File: src/sv/cce_pkg.sv
// Shared types, command codes and saturation helpers of the crossover equalizer.
package cce_pkg;

  localparam int CfgIdxWidth  = 3;
  localparam int CfgDataWidth = 32;
  localparam int CoefWidth    = 32;
  localparam int SigWidth     = 32;
  localparam int DlyWidth     = 48;
  localparam int DlyExtra     = 16;
  localparam int WideWidth    = 68;

  localparam logic [CfgIdxWidth-1:0] CfgTrebleGain  = 3'd0;
  localparam logic [CfgIdxWidth-1:0] CfgHighmidGain = 3'd1;
  localparam logic [CfgIdxWidth-1:0] CfgLowmidGain  = 3'd2;
  localparam logic [CfgIdxWidth-1:0] CfgBassGain    = 3'd3;
  localparam logic [CfgIdxWidth-1:0] CfgHighPole    = 3'd4;
  localparam logic [CfgIdxWidth-1:0] CfgMidPole     = 3'd5;
  localparam logic [CfgIdxWidth-1:0] CfgLowPole     = 3'd6;

  localparam logic [1:0] BandHigh = 2'd0;
  localparam logic [1:0] BandMid  = 2'd1;
  localparam logic [1:0] BandLow  = 2'd2;

  typedef enum logic [4:0] {
    ST_IDLE,
    ST_BQ_MUL_A0,
    ST_BQ_P,
    ST_BQ_Y,
    ST_BQ_MUL_B1,
    ST_BQ_S0,
    ST_BQ_MUL_B2,
    ST_BQ_S1,
    ST_MIX_MUL,
    ST_MIX_END,
    ST_PL_D,
    ST_PL_MUL_HI,
    ST_PL_MUL_LO,
    ST_PL_SUM,
    ST_PL_UPD,
    ST_PL_OUT,
    ST_OUT
  } ctrl_state_e;

  typedef enum logic [4:0] {
    OP_NONE,
    OP_COEF,
    OP_LOAD,
    OP_BQ_MUL_A0,
    OP_BQ_P,
    OP_BQ_Y,
    OP_BQ_MUL_B1,
    OP_BQ_S0,
    OP_BQ_MUL_B2,
    OP_BQ_S1,
    OP_MIX_MUL,
    OP_MIX_END,
    OP_PL_D,
    OP_PL_MUL_HI,
    OP_PL_MUL_LO,
    OP_PL_SUM,
    OP_PL_UPD,
    OP_PL_OUT,
    OP_OUT
  } op_e;

  typedef struct packed {
    op_e        op;
    logic [1:0] band;
    logic [3:0] filt;
    logic [1:0] mix;
  } cmd_t;

  typedef struct packed {
    logic out_stall;
  } status_t;

  function automatic logic signed [DlyWidth-1:0] sat48(input logic signed [WideWidth-1:0] v);
    if (v[WideWidth-1:DlyWidth-1] == {(WideWidth-DlyWidth+1){v[WideWidth-1]}}) begin
      return v[DlyWidth-1:0];
    end
    return v[WideWidth-1] ? {1'b1, {(DlyWidth-1){1'b0}}} : {1'b0, {(DlyWidth-1){1'b1}}};
  endfunction

  function automatic logic signed [SigWidth-1:0] sat32(input logic signed [WideWidth-1:0] v);
    if (v[WideWidth-1:SigWidth-1] == {(WideWidth-SigWidth+1){v[WideWidth-1]}}) begin
      return v[SigWidth-1:0];
    end
    return v[WideWidth-1] ? {1'b1, {(SigWidth-1){1'b0}}} : {1'b0, {(SigWidth-1){1'b1}}};
  endfunction

endpackage

File: src/sv/cce_ctrl.sv
// Sequencer that steps the shared datapath through all filters and mixes of one sample.
module cce_ctrl
  import cce_pkg::*;
#(
  parameter int BiquadStages = 3
) (
  input  logic    clk_i,
  input  logic    rst_ni,
  input  logic    in_valid_i,
  input  logic    in_kind_i,
  output logic    in_ready_o,
  input  status_t status_i,
  output cmd_t    cmd_o
);

  localparam logic [3:0] LastFilt = 4'(3 * BiquadStages - 1);

  ctrl_state_e state_q, state_d;
  logic [1:0]  band_q, band_d;
  logic [3:0]  filt_q, filt_d;
  logic [1:0]  mix_q, mix_d;
  logic        pole_q, pole_d;

  always_ff @(posedge clk_i or negedge rst_ni) begin
    if (!rst_ni) begin
      state_q <= ST_IDLE;
      band_q  <= '0;
      filt_q  <= '0;
      mix_q   <= '0;
      pole_q  <= 1'b0;
    end else begin
      state_q <= state_d;
      band_q  <= band_d;
      filt_q  <= filt_d;
      mix_q   <= mix_d;
      pole_q  <= pole_d;
    end
  end

  always_comb begin
    state_d = state_q;
    band_d  = band_q;
    filt_d  = filt_q;
    mix_d   = mix_q;
    pole_d  = pole_q;
    unique case (state_q)
      ST_IDLE: begin
        if (in_valid_i && in_kind_i) begin
          state_d = ST_BQ_MUL_A0;
          band_d  = BandHigh;
          filt_d  = '0;
          pole_d  = 1'b0;
        end
      end
      ST_BQ_MUL_A0: state_d = ST_BQ_P;
      ST_BQ_P:      state_d = ST_BQ_Y;
      ST_BQ_Y:      state_d = ST_BQ_MUL_B1;
      ST_BQ_MUL_B1: state_d = ST_BQ_S0;
      ST_BQ_S0:     state_d = ST_BQ_MUL_B2;
      ST_BQ_MUL_B2: state_d = ST_BQ_S1;
      ST_BQ_S1: begin
        if (band_q == BandLow) begin
          state_d = ST_MIX_MUL;
          mix_d   = '0;
        end else begin
          state_d = ST_BQ_MUL_A0;
          band_d  = band_q + 2'd1;
          filt_d  = filt_q + 4'd1;
        end
      end
      ST_MIX_MUL: begin
        mix_d = mix_q + 2'd1;
        if (mix_q == 2'd3) begin
          state_d = ST_MIX_END;
        end
      end
      ST_MIX_END: begin
        band_d = BandHigh;
        if (pole_q) begin
          state_d = ST_OUT;
        end else if (filt_q == LastFilt) begin
          state_d = ST_PL_D;
          pole_d  = 1'b1;
        end else begin
          state_d = ST_BQ_MUL_A0;
          filt_d  = filt_q + 4'd1;
        end
      end
      ST_PL_D:      state_d = ST_PL_MUL_HI;
      ST_PL_MUL_HI: state_d = ST_PL_MUL_LO;
      ST_PL_MUL_LO: state_d = ST_PL_SUM;
      ST_PL_SUM:    state_d = ST_PL_UPD;
      ST_PL_UPD:    state_d = ST_PL_OUT;
      ST_PL_OUT: begin
        if (band_q == BandLow) begin
          state_d = ST_MIX_MUL;
          mix_d   = '0;
        end else begin
          state_d = ST_PL_D;
          band_d  = band_q + 2'd1;
        end
      end
      ST_OUT: begin
        if (!status_i.out_stall) begin
          state_d = ST_IDLE;
        end
      end
      default: state_d = ST_IDLE;
    endcase
  end

  always_comb begin
    in_ready_o  = (state_q == ST_IDLE);
    cmd_o.band  = band_q;
    cmd_o.filt  = filt_q;
    cmd_o.mix   = mix_q;
    cmd_o.op    = OP_NONE;
    unique case (state_q)
      ST_IDLE: begin
        if (in_valid_i) begin
          cmd_o.op = in_kind_i ? OP_LOAD : OP_COEF;
        end
      end
      ST_BQ_MUL_A0: cmd_o.op = OP_BQ_MUL_A0;
      ST_BQ_P:      cmd_o.op = OP_BQ_P;
      ST_BQ_Y:      cmd_o.op = OP_BQ_Y;
      ST_BQ_MUL_B1: cmd_o.op = OP_BQ_MUL_B1;
      ST_BQ_S0:     cmd_o.op = OP_BQ_S0;
      ST_BQ_MUL_B2: cmd_o.op = OP_BQ_MUL_B2;
      ST_BQ_S1:     cmd_o.op = OP_BQ_S1;
      ST_MIX_MUL:   cmd_o.op = OP_MIX_MUL;
      ST_MIX_END:   cmd_o.op = OP_MIX_END;
      ST_PL_D:      cmd_o.op = OP_PL_D;
      ST_PL_MUL_HI: cmd_o.op = OP_PL_MUL_HI;
      ST_PL_MUL_LO: cmd_o.op = OP_PL_MUL_LO;
      ST_PL_SUM:    cmd_o.op = OP_PL_SUM;
      ST_PL_UPD:    cmd_o.op = OP_PL_UPD;
      ST_PL_OUT:    cmd_o.op = OP_PL_OUT;
      ST_OUT:       cmd_o.op = status_i.out_stall ? OP_NONE : OP_OUT;
      default:      cmd_o.op = OP_NONE;
    endcase
  end

endmodule

File: config.mk
export PLATFORM = sky130hd
export DESIGN_NAME = cce_ctrl
export DESIGN_NICKNAME = d
export VERILOG_FILES = /design/src/sv/cce_pkg.sv /design/src/sv/cce_ctrl.sv
export SDC_FILE = /design/constraint.sdc
export NUM_CORES = 1
export LEC_CHECK = 0
export BUFFER_PORTS_ARGS = -buffer_cell sky130_fd_sc_hd__buf_2
export CAP_MARGIN = 5
export CORE_ASPECT_RATIO = 1.75
export CORE_MARGIN = 10
export CORE_UTILIZATION = 40
export DETAILED_ROUTE_END_ITERATION = 6
export HOLD_SLACK_MARGIN = 0.08
export PLACE_DENSITY_LB_ADDON = 0.08
export SYNTH_ARGS = -nofsm -noshare
export SYNTH_HDL_FRONTEND = slang
export SYNTH_SLANG_ARGS = --single-unit
File: constraint.sdc
create_clock -name clk_i -period 3.5 [get_ports clk_i]
set_clock_uncertainty 0.1 [all_clocks]
set_input_delay 0.35 -clock clk_i [delete_from_list [all_inputs] [get_ports clk_i]]
set_output_delay 0.35 -clock clk_i [all_outputs]
set_load 0.005 [all_outputs]
==> summary.txt, run 1 <==
Drt
  • Average detailed-routed wire length per instance: 14.5 um
  • Total Wirelength: around 2400 um
  • Initial detailed-routing violation count: 14
  • TritonRoute pass-1 iters: 4
  • Remaining design rule violation count: 0
  • Vias per Instance: 5.52
  • Antenna viol nets, final: 0
  • Vias after detailed routing: slightly below 900

GRT
  • Pin count of the biggest net entering global routing: 18
  • Total gr overflow: 0
  • Global routing usage summed across all routing layers: 0.0950
  • Vias in the first global route: 878
  • Number of antenna violations at the first check in global routing: 0
  • Wire length of the first global-routing pass: 3950 um

Setup path
  • Setup slack on the worst flop-to-flop path: between 1500 and 2000 ps
  • Worst-path fanout max: 16
  • Critical Path RT: between 3000 and 4000 ps
  • Critical Path End Type: output pin
  • Endpoint of the worst register-to-register path: filt_q[3]$_DFFE_PN0P_
  • Startpoint type of the worst setup path: flip-flop
  • Data arrival time of the critical path: 1700 ps
  • Worst setup path class: reg2out
  • Worst Reg2Reg Path Length in Cells: 4
  • Beginning of the worst register-to-register path: state_q[0]$_DFFE_PN0P_

STA
  • Highest clock rate: 465 MHz
  • Total Neg Setup Slack: 0 ps
  • Final-report max-slew violation count: 0
  • Period minus WS final: 2150 ps
  • Number of endpoints failing setup at the final stage: 0
  • Normalized max-slew margin: 0.675
  • Worst Max-Slew Pin Slew: between 400 and 500 ps
  • Final hold viol count: 0
  • Unrepaired setup endpoints after global routing: false
  • Final period util: 0.614

Final layout
  • Count of placed standard cells in the final layout, fillers left out: 162
  • Proportion of layout cells with a drive suffix above 1: 0.228
  • Layout area overhead: 14.8%
  • Fin util: 0.478
  • Post-layout net count: 146
  • Layout Cell Area excl Fill: 1190 sq um
  • Antenna Cells: 0

Synth
  • Top cell type by total area after synthesis: sky130_fd_sc_hd__dfrtp_1
  • Prevailing post-synth register cell: sky130_fd_sc_hd__dfrtp_1
  • Syn_nets: ~130
  • Fraction of synthesis flops using an asynchronous set or reset pin: 1.00
  • Number of enable flip-flop cells after synthesis: 0
  • Area share of the leading cell type in the synthesized netlist: 0.338
  • Number of warnings reported in the yosys synthesis log: 0
  • Synth top cells by count: sky130_fd_sc_hd__dfrtp_1, sky130_fd_sc_hd__inv_1, sky130_fd_sc_hd__nor2_1
  • Cell with the most instances after synthesis: sky130_fd_sc_hd__dfrtp_1
  • Post-synthesis cell type count: 42
  • Netlist Area Pre-Place: 1040 sq um
  • Synthesis-stage register bit count: 14
  • Top post-synthesis cells by area: sky130_fd_sc_hd__dfrtp_1, sky130_fd_sc_hd__ha_1, sky130_fd_sc_hd__inv_1
  • Per-instance average area after synthesis: roughly 8.7 sq um
  • Share of the yosys chip area belonging to registers: 0.338
  • Post-synthesis instance total: 119

Place
  • Number of port buffers: 18
  • Final HPWL from detailed placement: 1830 um
  • Global placer's final weighted congestion: 0.744
  • Cell area after placement: 1130 sq um
  • Dpl cells: roughly 160

Worst hold path
  • Cells on Worst Hold Path: 3
  • Kind of path behind the tightest hold check: in2reg
  • Endpoint of the worst hold path: state_q[4]$_DFFE_PN0P_
  • Hold path startpoint: status_i

Floorplan
  • Core Rows: 24
  • Core Footprint: between 2000 and 2500 sq um
  • Width of the die: 58.5 um
  • Full die area: 5110 sq um
  • Vertical die dimension: ~87 um
  • Boundary Pins: 19
  • Initial Util: 0.416

Power
  • Pwr/cell area: 701 nW/um^2
  • Peak supply drop: 0.383 mV
  • Total power draw: 0.835 mW
  • Leakage power of the design: approximately 0.55 nW

Clock network
  • Clock edge transition at the registers on the reported setup and hold paths: 60 ps
  • Number of buffers on the longest clock path: 2
  • Number of levels the H-tree was split into: 1
  • Clock latency at the later pin of the worst-skew pair: 240 ps
  • Cts bufs inserted: 3
  • TritonCTS clock tree: done
  • Clock Tree Root: sky130_fd_sc_hd__clkbuf_8
  • CTS Sinks: 14

Flow run
  • Reported max-cap violation count: 0

Run status
  • Run status: completed
==> state kept, by name, summed over array words and instances (netlist names) <==
register  flops
state_q       5
filt_q        4
band_q        2
mix_q         2
pole_q        1
==> where the power goes <==
part,total (mW),internal [mW],switching (mW)
sequential,0.304,0.203,0.101
combinational,0.373,0.177,0.196
clock,0.158,0.0996,0.0588
==> layout by cell type (no fill, tap or decap), types with 2 or more instances in the layout <==
cell / synthesis / final
sky130_fd_sc_hd__a21oi_1: 4 / 4
sky130_fd_sc_hd__a31oi_1: 4 / 4
sky130_fd_sc_hd__buf_2: 3 / 18
sky130_fd_sc_hd__clkbuf_8: 0 / 4
sky130_fd_sc_hd__dfrtp_1: 14 / 14
sky130_fd_sc_hd__ha_1: 4 / 4
sky130_fd_sc_hd__inv_1: 13 / 13
sky130_fd_sc_hd__mux2i_1: 3 / 3
sky130_fd_sc_hd__nand2_1: 9 / 9
sky130_fd_sc_hd__nand2b_1: 5 / 5
sky130_fd_sc_hd__nand3_1: 5 / 5
sky130_fd_sc_hd__nand3b_1: 4 / 4
sky130_fd_sc_hd__nand4_1: 2 / 2
sky130_fd_sc_hd__nor2_1: 10 / 10
sky130_fd_sc_hd__nor2b_1: 2 / 2
sky130_fd_sc_hd__nor3_1: 2 / 2
sky130_fd_sc_hd__o211ai_2: 2 / 2
sky130_fd_sc_hd__o21ai_1: 4 / 4
sky130_fd_sc_hd__o22ai_1: 3 / 3
sky130_fd_sc_hd__or3_1: 2 / 2
==> worst max-delay path by stage <==
stage,from,to,cells after the start
after detailed placement,state_q[0]$_DFFE_PN0P_,cmd_o[8],3
after CTS,state_q[0]$_DFFE_PN0P_,cmd_o[8],3
final,state_q[0]$_DFFE_PN0P_,cmd_o[8],3
after floorplan,state_q[1]$_DFFE_PN0P_,filt_q[1]$_DFFE_PN0P_,5
after global routing,state_q[0]$_DFFE_PN0P_,cmd_o[8],3
after global placement,state_q[2]$_DFFE_PN0P_,cmd_o[8],3
==> worst max-delay path, cell delays in order (launching register included) <==
cell and delay [ps]:
sky130_fd_sc_hd__dfrtp_1 550, sky130_fd_sc_hd__or3_1 480, sky130_fd_sc_hd__o41ai_1 250, sky130_fd_sc_hd__buf_2 170
==> cell type report <==
cell class              count  area (sq um)
multi-input cells          86           604
inverters                  13          48.8
well taps                  26          32.5
repair buffers             19           100
flip-flops and latches     14           350
clock buffers               4          55.1
fillers                   255          1300
==> routing by layer <==
metal | track usage | up-vias | share of wire
met3 | 0.0249 | 2 | 0.054
met4 | 0.0386 | 0 | 0.0089
li1 | - | 457 | -
met5 | 0 | - | 0
met1 | 0.105 | 417 | 0.42
met2 | 0.164 | 19 | 0.52
==> timing repair <==
item                                   CTS  global route
endpoints found under the hold margin   14             0
setup endpoints to repair                0             0
gates resized for setup                  0             0
buffers inserted                         0             0
hold buffers                             1             0
==> per-stage QoR <==
| step | setup slack (ps) | hold WS, ps |
|---|---|---|
| floorplan | 1910 | -45.6 |
| global placement | 1640 | 165 |
| detailed placement | 1610 | 170 |
| CTS | 1350 | 315 |
| global route | 1280 | 346 |
| finish | 1350 | 319 |
==> logic make-up (layout without fill, tap and decap cells) <==
logic type / Yosys count / count (layout) / share of synthesized area
and+or+nand+nor: 50 / 50 / 0.270
AOI/OAI and AO/OA: 27 / 27 / 0.218
buffers and inverters: 19 / 36 / 0.0796
DFF: 14 / 14 / 0.338
adders and majority gates: 4 / 4 / 0.0483
muxes: 3 / 3 / 0.0290
xor gates and xnor gates: 2 / 2 / 0.0169
Power figures use the tool's default switching activity.
==> inputs of run 2 (changes only) <==
Clock period 3.5 ns to 1.7 ns, I/O delays scaled along.
==> run 2 against run 1 <==
Against the previous run: the run now ends with setup timing left; clock power increased by 70%; flip-flop and latch count unchanged; routed wire length increased by 14%.
==> summary.txt, run 2 (synthesis gave the netlist of run 1 again) <==
Worst hold path
  • Kind of path behind the tightest hold check: in2reg

Clock network
  • Number of levels the H-tree was split into: 1 (unchanged)
  • Clock Tree Root: sky130_fd_sc_hd__clkbuf_8
  • Clock edge transition at the registers on the reported setup and hold paths: 60 ps (about the same)
  • CTS Sinks: 14 (unchanged)
  • Number of buffers on the longest clock path: 2 (unchanged)
  • Clock latency at the later pin of the worst-skew pair: 240 ps (about the same)
  • Cts bufs inserted: 3 (unchanged)
  • TritonCTS clock tree: done

Setup path
  • Critical path's slowest cell: sky130_fd_sc_hd__dfrtp_2
  • Data arrival time of the critical path: 1440 ps (-260 ps)
  • Critical Path End Type: output pin
  • Critical Path RT: 1430 ps (-1620 ps)
  • Worst path top cell family by delay: flip-flops
  • Worst setup path class: reg2out
  • Startpoint type of the worst setup path: flip-flop
  • Biggest cell delay along the critical path: 450 ps (-100 ps)
  • Buf+Inv Stages, Crit Path: 1 (unchanged)
  • Worst-path fanout max: 7 (-9)
  • CP cell instances: or3_4, o41ai_4, buf_2

GRT
  • Wire length of the first global-routing pass: 4570 um (+16%)
  • Pin count of the biggest net entering global routing: 16 (-2)
  • Global routing usage summed across all routing layers: 0.111 (+0.0155)
  • Number of antenna violations at the first check in global routing: 0 (unchanged)
  • Total gr overflow: 0 (unchanged)
  • Vias in the first global route: 1039 (+18%)

Flow run
  • Reported max-cap violation count: 0 (unchanged)

Drt
  • Vias after detailed routing: 1004 (+12%)
  • Vias per Instance: 5.64 (+2.1%)
  • Total Wirelength: 2690 um (+14%)
  • Antenna viol nets, final: 0 (unchanged)
  • TritonRoute pass-1 iters: 4 (unchanged)
  • Remaining design rule violation count: 0 (unchanged)
  • Initial detailed-routing violation count: 22 (+8)
  • Average detailed-routed wire length per instance: 15.1 um (+4.1%)

Power
  • Peak supply drop: 0.745 mV (+94%)
  • Sw Pwr: 0.866 mW (+140%)
  • Switch share: 0.418 (-0.00734)
  • Leakage power of the design: 0.644 nW (+18%)
  • Sequential fraction of design power: 0.250 (-0.114)
  • Total power draw: 2.07 mW (+150%)
  • Part of the power in combinational logic: 0.620 (+0.173)
  • Internal cell power: 1.20 mW (+150%)
  • Pwr/cell area: 1480 nW/um^2 (+110%)
  • Clk pwr share: 0.130 (-0.060)

Final layout
  • Register ranked first by flip-flop count: state_q
  • Leading registers by flop count: state_q (5), filt_q (4)
  • Post-layout net count: 163 (+12%)
  • Most common library cell in the layout ignoring fill and taps: sky130_fd_sc_hd__buf_2
  • Proportion of layout cells with a drive suffix above 1: 0.395 (+0.167)
  • Max reg flops: 5 (unchanged)
  • Layout area overhead: 34.6%
  • Fill cells: 246 (-3.5%)
  • Highest-count cells in the layout ignoring fill and taps: sky130_fd_sc_hd__buf_2, sky130_fd_sc_hd__inv_1, sky130_fd_sc_hd__buf_4, sky130_fd_sc_hd__dfrtp_1
  • Antenna Cells: 0 (unchanged)

Floorplan
  • Full die area: 5110 sq um (unchanged)
  • Initial Util: 0.416 (unchanged)
  • Core Rows: 24 (unchanged)
  • Vertical die dimension: 87.4 um (unchanged)
  • Boundary Pins: 19 (unchanged)
  • Width of the die: 58.5 um (unchanged)
  • Core Footprint: 2490 sq um (unchanged)

Place
  • Final HPWL from detailed placement: 2090 um (+14%)
  • Number of port buffers: 18 (unchanged)
  • Post-placement worst setup slack: 37.5 ps (-1580 ps)
  • Global placer's final weighted congestion: 0.795 (+6.8%)

Run status
  • Run status: complete, but fails checks
  • Violations in the final reports: setup timing

STA
  • Unrepaired setup endpoints after global routing: true
  • Period minus WS final: around 1700 ps
  • Worst Max-Slew Pin Slew: 325 ps (-163 ps)
  • Final-report max-slew violation count: 0 (unchanged)
  • Final worst-path setup slack: -14.7 ps (-1360 ps)
  • Final hold viol count: 0 (unchanged)
  • Final period util: 1.01
  • Number of endpoints failing setup at the final stage: 2 (+2)
  • Highest clock rate: about 580 MHz
  • Normalized max-slew margin: 0.783 (+0.109)
[run 2: what timing repair did]
action	in CTS	in global routing
cloned	0	0
hold buffers	1	0
pin swaps	4	2
buffers inserted	4	3
setup endpoints to repair	3	11
resized for setup	11	11
hold endpoints to repair	14	0
[run 2: final timing paths]
| path | from | endpoint | slack (ps) | cells past startpoint |
|---|---|---|---|---|
| max reg2reg | state_q[2]$_DFFE_PN0P_ | filt_q[3]$_DFFE_PN0P_ | 20 | 5 |
| min reg2reg | mix_q[0]$_DFFE_PN0P_ | mix_q[0]$_DFFE_PN0P_ | 410 | 1 |
| min | status_i | state_q[4]$_DFFE_PN0P_ | 160 | 3 |
| max | state_q[3]$_DFFE_PN0P_ | cmd_o[8] | -10 | 3 |
| max in group asynchronous | rst_ni | state_q[3]$_DFFE_PN0P_ | 980 | 2 |
| min in group asynchronous | rst_ni | state_q[2]$_DFFE_PN0P_ | 260 | 2 |
[run 2: cell type report]
class | instances | area [sq um] | share of cell area
multi-input cells | 86 | 669 | 0.479
flip-flops and latches | 14 | 354 | 0.254
repair buffers | 36 | 250 | 0.179
inverters | 13 | 48.8 | 0.0349
clock buffers | 3 | 41.3 | 0.0296
well taps | 26 | 32.5 | 0.0233
[run 2: per-layer routing]
| metal | GRT usage | up-vias | wire [um] |
|---|---|---|---|
| met3 | 0.0351 | 7 | 190 |
| met4 | 0.0386 | 0 | 47 |
| met2 | 0.210 | 30 | 1460 |
| li1 | - | 490 | - |
| met1 | 0.105 | 477 | 994 |
| met5 | 0 | - | 0 |
[run 2: power groups by stage]
stage                     Combinational [mW]  Clock [mW]  Sequential [mW]
after CTS                               1.18       0.277            0.515
after global routing                    1.42       0.293            0.529
after floorplan                        0.700           0            0.507
after global placement                  1.01           0            0.514
final                                   1.28       0.269            0.518
after detailed placement                1.04           0            0.519
[run 2: metrics by stage]
stage / std cells / setup TNS [ps] / area (sq um) / hold WS, ps / utilization
CTS: 175 / 0 / 1330 / 150 / 0.533
floorplan: 119 / 0 / 1040 / -226 / -
global placement: 167 / 0 / 1200 / -11.2 / 0.482
global route: 178 / -215 / 1400 / 171 / 0.560
detailed placement: 167 / 0 / 1200 / -5.39 / 0.482
finish: 178 / -27.4 / 1400 / 158 / 0.560
[run 2: worst reg2reg max path, cell delays in order (launching register included)]
cell and delay (ps):
sky130_fd_sc_hd__dfrtp_2 440, sky130_fd_sc_hd__buf_6 130, sky130_fd_sc_hd__or3b_4 370, sky130_fd_sc_hd__a21oi_4 220, sky130_fd_sc_hd__o211a_4 220, sky130_fd_sc_hd__o211ai_2 80
